--- src/hdl/bmhpq_pkg.sv ---
// Package for the binary max-heap priority queue.
// Holds field widths, status and opcode codes, controller states and the
// command/status structs shared between controller and datapath. No dependencies.
package bmhpq_pkg;

	localparam int VAL_W = 32;
	localparam int CNT_W = 9;
	localparam int POS_W = 10;

	localparam logic [CNT_W-1:0] CAP_RESET = 9'd256;
	localparam logic signed [VAL_W-1:0] INT_MIN = 32'sh8000_0000;

	typedef enum logic [1:0] {
		ST_OK    = 2'd0,
		ST_FULL  = 2'd1,
		ST_EMPTY = 2'd2
	} status_t;

	typedef enum logic {
		OP_INSERT = 1'b0,
		OP_POP    = 1'b1
	} op_t;

	typedef enum logic [2:0] {
		S_IDLE,
		S_UP_RD,
		S_UP_CMP,
		S_DN_LAST,
		S_DN_RD,
		S_DN_CMP,
		S_DONE
	} state_t;

	typedef struct packed {
		logic start_ins;
		logic start_pop;
		logic refuse_full;
		logic refuse_empty;
		logic load_last;
		logic up_issue;
		logic up_move;
		logic dn_issue;
		logic dn_move;
		logic place;
		logic out_load;
	} cmd_t;

	typedef struct packed {
		logic is_pop;
		logic full;
		logic empty;
		logic pos_root;
		logic up_gt;
		logic leaf;
		logic dn_gt;
		logic out_free;
	} sts_t;

endpackage

--- src/hdl/bmhpq_ctrl.sv ---
// Controller state machine for the heap queue: sequences accept, sift-up,
// sift-down and result hand-off. Depends on bmhpq_pkg.
module bmhpq_ctrl (
	input  logic            clk,
	input  logic            arst_n,
	input  logic            in_valid,
	output logic            in_stall,
	input  bmhpq_pkg::sts_t sts,
	output bmhpq_pkg::cmd_t cmd
);

	bmhpq_pkg::state_t state_q;
	bmhpq_pkg::state_t state_d;

	always_ff @(posedge clk or negedge arst_n) begin
		if (!arst_n) begin
			state_q <= bmhpq_pkg::S_IDLE;
		end else begin
			state_q <= state_d;
		end
	end

	always_comb begin
		state_d = state_q;
		case (state_q)
			bmhpq_pkg::S_IDLE: begin
				if (in_valid) begin
					if (sts.is_pop) begin
						state_d = sts.empty ? bmhpq_pkg::S_DONE : bmhpq_pkg::S_DN_LAST;
					end else begin
						state_d = sts.full ? bmhpq_pkg::S_DONE : bmhpq_pkg::S_UP_RD;
					end
				end
			end
			bmhpq_pkg::S_UP_RD: begin
				state_d = sts.pos_root ? bmhpq_pkg::S_DONE : bmhpq_pkg::S_UP_CMP;
			end
			bmhpq_pkg::S_UP_CMP: begin
				state_d = sts.up_gt ? bmhpq_pkg::S_UP_RD : bmhpq_pkg::S_DONE;
			end
			bmhpq_pkg::S_DN_LAST: begin
				state_d = bmhpq_pkg::S_DN_RD;
			end
			bmhpq_pkg::S_DN_RD: begin
				state_d = sts.leaf ? bmhpq_pkg::S_DONE : bmhpq_pkg::S_DN_CMP;
			end
			bmhpq_pkg::S_DN_CMP: begin
				state_d = sts.dn_gt ? bmhpq_pkg::S_DN_RD : bmhpq_pkg::S_DONE;
			end
			bmhpq_pkg::S_DONE: begin
				if (sts.out_free) begin
					state_d = bmhpq_pkg::S_IDLE;
				end
			end
			default: begin
				state_d = bmhpq_pkg::S_IDLE;
			end
		endcase
	end

	always_comb begin
		cmd      = '0;
		in_stall = 1'b1;
		case (state_q)
			bmhpq_pkg::S_IDLE: begin
				in_stall = 1'b0;
				if (in_valid) begin
					if (sts.is_pop) begin
						cmd.refuse_empty = sts.empty;
						cmd.start_pop    = !sts.empty;
					end else begin
						cmd.refuse_full = sts.full;
						cmd.start_ins   = !sts.full;
					end
				end
			end
			bmhpq_pkg::S_UP_RD: begin
				cmd.place    = sts.pos_root;
				cmd.up_issue = !sts.pos_root;
			end
			bmhpq_pkg::S_UP_CMP: begin
				cmd.up_move = sts.up_gt;
				cmd.place   = !sts.up_gt;
			end
			bmhpq_pkg::S_DN_LAST: begin
				cmd.load_last = 1'b1;
			end
			bmhpq_pkg::S_DN_RD: begin
				cmd.place    = sts.leaf;
				cmd.dn_issue = !sts.leaf;
			end
			bmhpq_pkg::S_DN_CMP: begin
				cmd.dn_move = sts.dn_gt;
				cmd.place   = !sts.dn_gt;
			end
			bmhpq_pkg::S_DONE: begin
				cmd.out_load = sts.out_free;
			end
			default: begin
				cmd = '0;
			end
		endcase
	end

endmodule

--- config.mk ---
export PLATFORM = sky130hd
export DESIGN_NAME = bmhpq_ctrl
export DESIGN_NICKNAME = d
export VERILOG_FILES = /design/src/hdl/bmhpq_pkg.sv /design/src/hdl/bmhpq_ctrl.sv
export SDC_FILE = /design/constraint.sdc
export NUM_CORES = 1
export LEC_CHECK = 0
export ABC_AREA = 1
export ABC_CLOCK_PERIOD_IN_PS = 2800
export BUFFER_PORTS_ARGS = -buffer_cell sky130_fd_sc_hd__buf_2
export CAP_MARGIN = 25
export CORE_AREA = 2 2 39 41
export DETAILED_ROUTE_END_ITERATION = 8
export DIE_AREA = 0 0 41 43
export PLACE_DENSITY_LB_ADDON = 0.2
export SLEW_MARGIN = 40
export SYNTH_ARGS = -nofsm -noshare
export SYNTH_HDL_FRONTEND = slang
export SYNTH_SLANG_ARGS = --single-unit
--- constraint.sdc ---
create_clock -name clk -period 2.8 [get_ports clk]
set_clock_uncertainty 0.15 [all_clocks]
set_input_delay 0.14 -clock clk [delete_from_list [all_inputs] [get_ports clk]]
set_output_delay 0.14 -clock clk [all_outputs]
set_load 0.05 [all_outputs]
==> results of run 1 <==
cell usage after synthesis (2+ instances only):
cell type,count,area (µm²)
sky130_fd_sc_hd__nor2_2,3,18.8
sky130_fd_sc_hd__dfrtp_1,3,75.1
sky130_fd_sc_hd__nand3_1,7,35.0
sky130_fd_sc_hd__nor2_1,11,41.3
sky130_fd_sc_hd__nand2_1,12,45.0
sky130_fd_sc_hd__nor3_1,2,10.0
sky130_fd_sc_hd__inv_1,10,37.5
sky130_fd_sc_hd__inv_2,4,15.0
cells by family (layout without fill, tap and decap cells):
group	count (synthesis)	in the layout	share of synthesized area
flops	3	3	0.221
compound gates	4	4	0.0738
simple gates	40	40	0.550
buf+inv	14	41	0.155
power groups by stage:
stage | combinational (W) | clock, W | sequential [W]
finish | 0.000396 | 0.0000760 | 0.000106
global route | 0.000435 | 0.0000818 | 0.000110
CTS | 0.000399 | 0.0000765 | 0.000105
detailed placement | 0.000397 | 0 | 0.000105
global placement | 0.000397 | 0 | 0.000105
floorplan | 0.000319 | 0 | 0.0000977
cell type report:
type / instances / area (µm²) / area share
multi-input combinational: 44 / 211 / 0.418
inverter: 14 / 52.6 / 0.104
tap: 16 / 20.0 / 0.0396
timing repair buffer: 23 / 120 / 0.238
sequential: 3 / 75.1 / 0.149
clock buffer: 4 / 26.3 / 0.0520
worst max-delay path: stages, from the launching register on:
cell	delay, ps
sky130_fd_sc_hd__dfrtp_1	440
sky130_fd_sc_hd__nor2_2	230
sky130_fd_sc_hd__nand3_1	170
sky130_fd_sc_hd__nor3_1	160
sky130_fd_sc_hd__buf_2	290
how the worst max path moves through the flow:
stage,startpoint,endpoint,slack (ps)
floorplan,state_q[2]$_DFFE_PN0P_,cmd[0],460
global placement,state_q[1]$_DFFE_PN0P_,cmd[8],1270
detailed placement,state_q[1]$_DFFE_PN0P_,cmd[8],1240
CTS,state_q[1]$_DFFE_PN0P_,cmd[8],980
global route,state_q[0]$_DFFE_PN0P_,cmd[8],860
finish,state_q[1]$_DFFE_PN0P_,cmd[8],990
layer usage:
layer  up-vias  GRT usage
li1        244          -
met3         0     0.0471
met4         0     0.0800
met1       200      0.149
met2        14      0.188
met5         -          0
through the flow:
stage | setup slack (ps) | area [µm²] | total power, W
after floorplan | 465 | 339 | 0.000416
after global placement | 1270 | 469 | 0.000501
after detailed placement | 1240 | 469 | 0.000501
after CTS | 985 | 505 | 0.000580
after global routing | 862 | 505 | 0.000627
final | 985 | 505 | 0.000577
==> results.txt, run 1 <==
The run finished with clean final reports. The routed design could run at a clock period as short as 1810 ps. In this run the critical register-to-register path is launched from state_q[2]$_DFFE_PN0P_.

The count of flip-flops with a built-in enable after synthesis came out at 0. The fraction of the core area covered by cells at the end of the flow came out at 0.365. TritonCTS built the clock tree. The residual overflow from global routing came out at 0. The number of cells on the worst reg-to-reg path is 6. The number of cells in the design after placement came out at 99. The number of clock buffers added by TritonCTS is 3. The mean instance size in the synthesized netlist is 5.56 µm². The register containing the most flip-flops in the final layout is state_q. The estimated wirelength of the detail-placed design is 729 µm.

At the later pin of the worst-skew pair, clock insertion delay measures 230 ps. Clock-pin slew was measured on the worst setup and hold paths at 40 ps. The total setup violations reported at the end of the flow is 0.

The count of inserted antenna diode cells is 0. The largest registers in the layout are state_q (3). Buffers inserted to repair hold after CTS numbered 1. The tightest hold path in the finished design has a slack of 89.0 ps.

The share of total power dissipated in the clock network is 0.132. Summed over all cells, the static leakage comes to 0.325 nW. Adding up every negative setup slack in the final design gives 0 ps. The die width came out at 41 µm. The routed layout has 458 vias. The internal power of the cells totals approximately 0.00022 W. The via count normalized by instance count is 4.40.

CTS saw 3 sinks. The signal arrival time at the worst endpoint is 1520 ps. Leaving out fill and tap cells, the most frequent cells in the layout are sky130_fd_sc_hd__buf_2 (22), sky130_fd_sc_hd__nand2_1 (12), sky130_fd_sc_hd__nor2_1 (11).

The number of slew-limit violations in the final report is 0. Of the total power, the share spent switching nets is 0.614. The worst-case IR drop observed on VDD is 0.312 mV. The register with the most flip-flops in the layout has 3 of them.

The flip-flop and latch count after synthesis came out at 3. In this run the power density over the cells is about 1100 nW/µm². The post-synthesis cell area is 339 µm². The reg-to-reg endpoint is state_q[2]$_DFFE_PN0P_. The largest fanout of any net on the critical path is 7.

The wire length of the first global-routing pass is between 1 and 1.5 mm. The number of port buffers is 22. The die boundary height came out at 43 µm. The gate count of the mapped netlist came out at approximately 60. The share of total power in combinational logic is 0.686. Based on the critical path, the design can be clocked at up to 551 MHz. The area growth from synthesis to layout is 49.1%. The worst hold-check path type is in2async. Of the total power, registers draw 0.183. The number of standard cells in the layout, taps in and fillers out is approximately 100. In the synthesized netlist the async set-or-reset flop fraction comes to 1.00.

The met2 wire length is approximately 430 µm. The largest net degree at the start of global routing is 8. The number of nets in the synthesized netlist came out at 72. Measured against its own limit, the worst slew margin works out to 0.824. The initial core utilization is 0.245. The critical path is of the reg2out type. The total count of hold-check failures in the final report is 0. The fill cell instance count of the final layout came out at 170. Dividing the final minimum period by the clock period gives 0.648. The main flop type after synthesis is sky130_fd_sc_hd__dfrtp_1.

The fraction of layout cells with a size suffix above 1 came out at 0.398. Post-CTS timing repair inserted 0 buffers for setup. The library cell used most frequently in the layout, excluding fill and tap cells, is sky130_fd_sc_hd__buf_2. The number of iterations in the first detailed-routing pass is 4.

The number of cells upsized or downsized after cts came out at 0. The overall global routing resource usage came out at 0.128. The initial antenna violation count was 0. The via count of the first global-routing pass came out at 381. The register-to-register path setup slack is 1490 ps. The actual slew at the worst max-slew pin is about 260 ps. The number of DRC markers in iteration 0 came out at 7. CTS placed an instance of sky130_fd_sc_hd__clkbuf_4 at the clock tree root.

The power dissipated by switching net loads came out at 0.000354 W. The antenna violation net count after detailed routing came out at 0. The worst setup path is launched from a flop.

Wire segments on met3 add up to 73 µm in the final route. Data on the critical path is required at its endpoint by 2510 ps. Setup repair after global routing left no endpoint under its margin. The cell row count is 14. The number of placed I/O pins is 23. The critical path endpoint category is a primary output.

The share of the Yosys chip area taken by registers is 0.221. At the end of routability-driven placement, the weighted congestion stood at 0.782. In the final routing, the length of wire on met1 measures around 400 µm. The number of nets at the end of the flow came out at 100.

The number of H-tree levels came out at 1. The overall die area is 1760 µm². Counting distinct cell types in the post-synthesis netlist gives 17. In the final routed layout, each cell accounts on average for 8.72 µm. The total of max-cap violations is 0. After detailed routing, no signal wire sits above met3. The number of buffers between clock root and the deepest sink is 2. After detailed routing, the number of remaining DRC violations is 0. Wires add up to 907 µm.

The area of the placeable core came out at 1380 µm². The synthesis warning total is 0.
No activity file was read; power rests on OpenSTA's default activity.
==> inputs of run 2 (changes only) <==
--- a/config.mk
+++ b/config.mk
@@ -6,7 +6,7 @@
 export NUM_CORES = 1
 export LEC_CHECK = 0
 export ABC_AREA = 1
-export ABC_CLOCK_PERIOD_IN_PS = 2800
+export ABC_CLOCK_PERIOD_IN_PS = 1800
 export BUFFER_PORTS_ARGS = -buffer_cell sky130_fd_sc_hd__buf_2
 export CAP_MARGIN = 25
 export CORE_AREA = 2 2 39 41
==> constraint.sdc (replaced) <==
create_clock -name clk -period 1.8 [get_ports clk]
set_clock_uncertainty 0.15 [all_clocks]
set_input_delay 0.09 -clock clk [delete_from_list [all_inputs] [get_ports clk]]
set_output_delay 0.09 -clock clk [all_outputs]
set_load 0.05 [all_outputs]
==> results.txt, run 2 (synthesis gave the netlist of run 1 again) <==
The run finished with clean final reports. The largest registers in the layout are state_q (3). The area of the placeable core is 1380 µm² (unchanged).

The initial antenna violation count is 0 (unchanged). The signal arrival time at the worst endpoint was 1420 ps (-100 ps). The overall die area came out at 1760 µm² (unchanged). The count of inserted antenna diode cells is 0 (unchanged). The least setup slack across all paths after layout came out at 138 ps (-847 ps). The initial core utilization is 0.245 (unchanged).

The post-CTS repair timing setup buffer count is 0 (unchanged). The antenna violation net count after detailed routing is 0 (unchanged). The die boundary height came to 43 µm (unchanged). The sequential power share came to 0.187 (+0.004). The number of cells on the worst reg-to-reg path was 6 (unchanged).

The worst hold-check path type is in2async. In this run the critical register-to-register path is launched from state_q[2]$_DFFE_PN0P_. The global routing met3 resource utilization was 0.0471 (unchanged). In the finished design, the share of the clock period the worst path needs comes to 0.923. The via count normalized by instance count is 4.43 (+0.66%). The global-route track usage on met2 came out at 0.197 (+0.00937). The final weighted congestion in routability-driven placement came out at 0.747 (-4.5%). The detailed-route via count is 461 (+0.66%). The fraction of the core area covered by cells at the end of the flow is 0.381 (+0.0154). The number of buffers created by CTS is 3 (unchanged). The overall global routing resource usage is 0.131 (+0.00302). The critical path is of the reg2out type.

The number of buffers between clock root and the deepest sink came out at 2 (unchanged). The via count of the first global-routing pass is 403 (+5.8%). STA classifies the critical path startpoint as a flop.

The share of power burned in the clock network came to 0.125 (-0.007). In this run the critical register-to-register path is captured at state_q[1]$_DFFE_PN0P_. The post-placement setup slack was 260 ps (-979 ps). The largest fanout of any net on the critical path is 6 (-1).

The number of slew-limit violations in the final report came to 0 (unchanged). The total count of hold-check failures in the final report came out at 0 (unchanged). The residual overflow from global routing is 0 (unchanged). The actual slew at the worst max-slew pin is 250 ps (-14.3 ps). The number of port buffers is 22 (unchanged). The internal power was 0.000368 W (+65%).

The register with the most flip-flops in the final layout is state_q. The die width came out at 41 µm (unchanged). The worst IR drop on VDD is 0.488 mV (+57%). The total power density per cell area is 1780 nW/µm² (+56%). The area growth from synthesis to layout is 55.4%. The wire length of the first global-routing pass was 1.55 mm (+3.2%). The cell row count is 14 (unchanged). STA classifies the critical path endpoint as a primary output.

The fraction of layout cells with a size suffix above 1 came out at 0.432 (+0.0341). The final routed DRC violation total came out at 0 (unchanged). The power dissipated by switching net loads came out at 0.000569 W (+61%). The flip-flop count of the largest register, all copies and words added came out at 3 (unchanged). Setup repair after global routing left no endpoint under its margin. The final wirelength is 973 µm (+7.3%). The number of DRC markers in iteration 0 is 5 (-2). The clock-pin slew reported for the worst setup and hold paths after clock tree synthesis was 40 ps (about the same). The post-detailed-route wirelength per cell was 9.36 µm (+7.3%). The register-to-register path setup slack is 470 ps (-1020 ps).

The switching share of power came out at 0.608 (-0.00644). The cell sitting at the root of the clock tree is a sky130_fd_sc_hd__clkbuf_4. In the layout the commonest cells are sky130_fd_sc_hd__buf_2 (19), sky130_fd_sc_hd__nand2_1 (12), sky130_fd_sc_hd__nor2_1 (11).

The required time reported for the critical path endpoint came out at 1560 ps (-950 ps). The number of placed I/O pins came out at 23 (unchanged). The total of max-cap violations came out at 0 (unchanged). The leakage power is 0.324 nW (-0.30%).

The largest net degree at the start of global routing came out at 8 (unchanged). The CTS sink count was 3 (unchanged). The estimated wirelength of the detail-placed design was 807 µm (+11%). The met1 usage is 0.159 (+0.00974).

The share of total power in combinational logic is 0.687 (about the same). Based on the critical path, the design can be clocked at up to 602 MHz. The library cell used most frequently in the layout, excluding fill and tap cells, is sky130_fd_sc_hd__buf_2. met2 is the most crowded layer. The total setup violations reported at the end of the flow came out at 0 (unchanged).

Counting I/O delays and the setup requirement, the final critical path takes 1660 ps. TritonCTS built the clock tree. The number of iterations in the first detailed-routing pass is 2 (-2). The clock latency on the worst-skew pair came out at 230 ps (about the same). The number of H-tree levels came to 1 (unchanged).

The number of nets at the end of the flow came out at 100 (unchanged). The final total power came out at 0.000937 W (+62%). The relative slew slack came to 0.834 (+0.0107).
[run 2: metrics by stage]
step | hold WS, ps | std cells | setup TNS [ps] | instance area, µm²
final | 33.7 | 104 | 0 | 527
after global routing | 33.6 | 104 | 0 | 527
after CTS | 33.0 | 104 | 0 | 512
after detailed placement | -262 | 99 | 0 | 475
after global placement | -261 | 99 | 0 | 475
after floorplan | -356 | 61 | -521 | 345
[run 2: area by class of cell]
class / instances / area (µm²)
fillers: 153 / 857
multi-input cells: 44 / 223
repair buffers: 23 / 128
flip-flops and latches: 3 / 77.6
inverters: 14 / 52.6
clock buffers: 4 / 26.3
well taps: 16 / 20.0
[run 2: repair_timing]
action	in CTS	in global routing
gates resized for setup	0	8
endpoints found under the hold margin	3	0
hold buffers	1	0
setup endpoints to repair	0	5
[run 2: routing by layer]
layer	wire length, µm	part of all wire
met1	424	0.44
met2	486	0.50
met3	62	0.064
met4	0	0
met5	0	0
[run 2: power groups by stage]
stage               Sequential, W  Clock (W)  Combinational, W
finish                   0.000176   0.000117          0.000644
global route             0.000185   0.000133          0.000712
CTS                      0.000162   0.000120          0.000632
detailed placement       0.000163          0          0.000629
global placement         0.000162          0          0.000624
floorplan                0.000153          0          0.000503
[run 2: how the worst max path moves through the flow]
stage                                 from      to  slack (ps)  cells after the start
finish              state_q[2]$_DFFE_PN0P_  cmd[1]         140                      6
CTS                 state_q[1]$_DFFE_PN0P_  cmd[7]           2                      4
floorplan           state_q[1]$_DFFE_PN0P_  cmd[7]        -260                      3
detailed placement  state_q[1]$_DFFE_PN0P_  cmd[7]         260                      4
global placement    state_q[1]$_DFFE_PN0P_  cmd[7]         320                      4
global route        state_q[2]$_DFFE_PN0P_  cmd[1]           6                      6
[run 2: critical path, cell delays in order, from the launching register on]
cell,delay [ps]
sky130_fd_sc_hd__dfrtp_1,440
sky130_fd_sc_hd__nor2_2,210
sky130_fd_sc_hd__nand3_1,100
sky130_fd_sc_hd__nand2_1,90
sky130_fd_sc_hd__nor2_2,40
sky130_fd_sc_hd__o21ai_1,70
sky130_fd_sc_hd__clkbuf_4,240
==> inputs of run 3 (changes only) <==
--- a/config.mk
+++ b/config.mk
@@ -6,7 +6,7 @@
 export NUM_CORES = 1
 export LEC_CHECK = 0
 export ABC_AREA = 1
-export ABC_CLOCK_PERIOD_IN_PS = 1800
+export ABC_CLOCK_PERIOD_IN_PS = 2000
 export BUFFER_PORTS_ARGS = -buffer_cell sky130_fd_sc_hd__buf_2
 export CAP_MARGIN = 25
 export CORE_AREA = 2 2 39 41
==> constraint.sdc (replaced) <==
create_clock -name clk -period 2 [get_ports clk]
set_clock_uncertainty 0.15 [all_clocks]
set_input_delay 0.1 -clock clk [delete_from_list [all_inputs] [get_ports clk]]
set_output_delay 0.1 -clock clk [all_outputs]
set_load 0.05 [all_outputs]
==> results.txt, run 3 (synthesis gave the netlist of run 1 again) <==
The run finished with clean final reports. The signal arrival time at the worst endpoint is 1520 ps (+100 ps). The cell area after layout came to 512 µm² (-2.9%). The number of cells upsized or downsized after cts came out at 0 (unchanged). The worst hold-check path type is in2async. The flip-flop count of the largest register, all copies and words added came out at 3 (unchanged).

Counting flops per register, the top entry is state_q. The clock latency on the worst-skew pair is 230 ps (about the same). The actual slew at the worst max-slew pin is 266 ps (+16.4 ps). The clock-pin slew reported for the worst setup and hold paths after clock tree synthesis came out at 40 ps (about the same). The leakage power came out at 0.326 nW (+0.47%). The antenna violation net count after detailed routing came out at 0 (unchanged). The largest net degree at the start of global routing is 8 (unchanged). The die boundary height is 43 µm (unchanged). The overall global routing resource usage is 0.121 (-0.0102).

The required time reported for the critical path endpoint was 1750 ps (+190 ps). The detailed-route via count came out at 456 (-1.1%). In the layout the commonest cells are sky130_fd_sc_hd__buf_2 (22), sky130_fd_sc_hd__nand2_1 (12), sky130_fd_sc_hd__nor2_1 (11). The wire length of the first global-routing pass is 1.43 mm (-7.6%). The area growth from synthesis to layout is 50.9%.

The relative slew slack came out at 0.822 (-0.0121). The final wirelength is 923 µm (-5.1%). The initial core utilization is 0.245 (unchanged).

The final total power was 0.000815 W (-13%). The number of buffers between clock root and the deepest sink came out at 2 (unchanged). The setup path with the least slack is of type reg2out. The number of DRC markers in iteration 0 is 14 (+9). The global-route track usage on met2 came to 0.169 (-0.0281).

The total power density per cell area was 1590 nW/µm² (-11%). The time the final worst path needs with I/O delays and setup is approximately 1800 ps. The number of port buffers is 22 (unchanged).

The number of placed I/O pins is 23 (unchanged). The post-placement setup slack came out at 503 ps (+243 ps). The estimated wirelength of the detail-placed design was 776 µm (-3.8%). The largest fanout of any net on the critical path came out at 7 (+1). The total setup violations reported at the end of the flow came out at 0 (unchanged). The least setup slack across all paths after layout was 233 ps (+95.2 ps). The met1 usage is 0.155 (-0.00375). The number of nets at the end of the flow came out at 100 (unchanged). The root buffer cell is sky130_fd_sc_hd__clkbuf_4. The post-CTS repair timing setup buffer count came out at 0 (unchanged). The fraction of the core area covered by cells at the end of the flow is 0.370 (-0.0109). The number of slew-limit violations in the final report came to 0 (unchanged). The post-detailed-route wirelength per cell came out at 8.88 µm (-5.1%).

The final routed DRC violation total is 0 (unchanged). The fraction of layout cells with a size suffix above 1 came out at 0.409 (-0.0227). STA classifies the critical path endpoint as a primary output. The area of the placeable core came out at 1380 µm² (unchanged). The number of iterations in the first detailed-routing pass came out at 4 (+2). The worst IR drop on VDD came out at 0.432 mV (-11%). The global routing met3 resource utilization came out at 0.0471 (unchanged). In the finished design, the share of the clock period the worst path needs comes to 0.883.

The CTS sink count is 3 (unchanged). Setup repair after global routing left no endpoint under its margin. The number of H-tree levels came out at 1 (unchanged). Leaving out fill and tap cells, the most frequent cell in the layout is sky130_fd_sc_hd__buf_2. The residual overflow from global routing came out at 0 (unchanged). The initial antenna violation count is 0 (unchanged). The TritonCTS clock tree is done.

The final weighted congestion in routability-driven placement came to 0.705 (-5.6%). The count of inserted antenna diode cells is 0 (unchanged). The total of max-cap violations is 0 (unchanged).

The cell row count came out at 14 (unchanged). The number of buffers created by CTS is 3 (unchanged). met2 is the most crowded layer. The number of buffers inserted by hold repair at cts is 1 (unchanged).

The fmax is roughly 570 MHz. The via count of the first global-routing pass came out at 352 (-13%). The cell area reported after detailed placement is 475 µm² (unchanged).

The die width came out at 41 µm (unchanged). The worst setup path is launched from a flop. The setup total negative slack is 0 ps (unchanged). The via count normalized by instance count came out at 4.38 (-1.1%). In the final layout, the registers with the most flip-flops are state_q (3). The fill cell instance count of the final layout came out at 157 (+2.6%).

The total count of hold-check failures in the final report is 0 (unchanged). The overall die area came out at 1760 µm² (unchanged).
run 3: worst max-delay path, stage by stage, from the launching register on:
cell                      delay, ps
sky130_fd_sc_hd__dfrtp_1        440
sky130_fd_sc_hd__nor2_2         230
sky130_fd_sc_hd__nand3_1        170
sky130_fd_sc_hd__nor3_1         150
sky130_fd_sc_hd__buf_2          280
run 3: metal layers:
| metal | part of all wire | wire (µm) |
|---|---|---|
| met3 | 0.087 | 80 |
| met1 | 0.44 | 404 |
| met2 | 0.47 | 438 |
| met4 | 0 | 0 |
| met5 | 0 | 0 |
run 3: path summary, 6_finish.rpt:
check | startpoint | end | slack, ps | cells past startpoint
min reg2reg | state_q[1]$_DFFE_PN0P_ | state_q[0]$_DFFE_PN0P_ | 580 | 2
max in group asynchronous | arst_n | state_q[0]$_DFFE_PN0P_ | 1550 | 2
min | arst_n | state_q[2]$_DFFE_PN0P_ | 40 | 2
max | state_q[1]$_DFFE_PN0P_ | cmd[7] | 230 | 4
min in group clk | in_valid | state_q[0]$_DFFE_PN0P_ | 70 | 3
max reg2reg | state_q[2]$_DFFE_PN0P_ | state_q[1]$_DFFE_PN0P_ | 690 | 6
run 3: layout make-up:
| class | count | area [µm²] | area share |
|---|---|---|---|
| multi-input combinational | 44 | 218 | 0.425 |
| timing repair buffer | 23 | 120 | 0.235 |
| sequential | 3 | 75.1 | 0.147 |
| inverter | 14 | 52.6 | 0.103 |
| clock buffer | 4 | 26.3 | 0.0513 |
| tap | 16 | 20.0 | 0.0391 |
run 3: power breakdown:
group          switching (W)  internal (W)
sequential         0.0000577     0.0000908
clock              0.0000298     0.0000747
combinational       0.000414      0.000148
run 3: per-stage QoR:
stage | hold slack [ps] | cells
2_1_floorplan | -346 | 61
3_5_place_dp | -252 | 99
5_1_grt | 46.7 | 104
3_3_place_gp | -252 | 99
6_report | 42.5 | 104
4_1_cts | 38.3 | 104
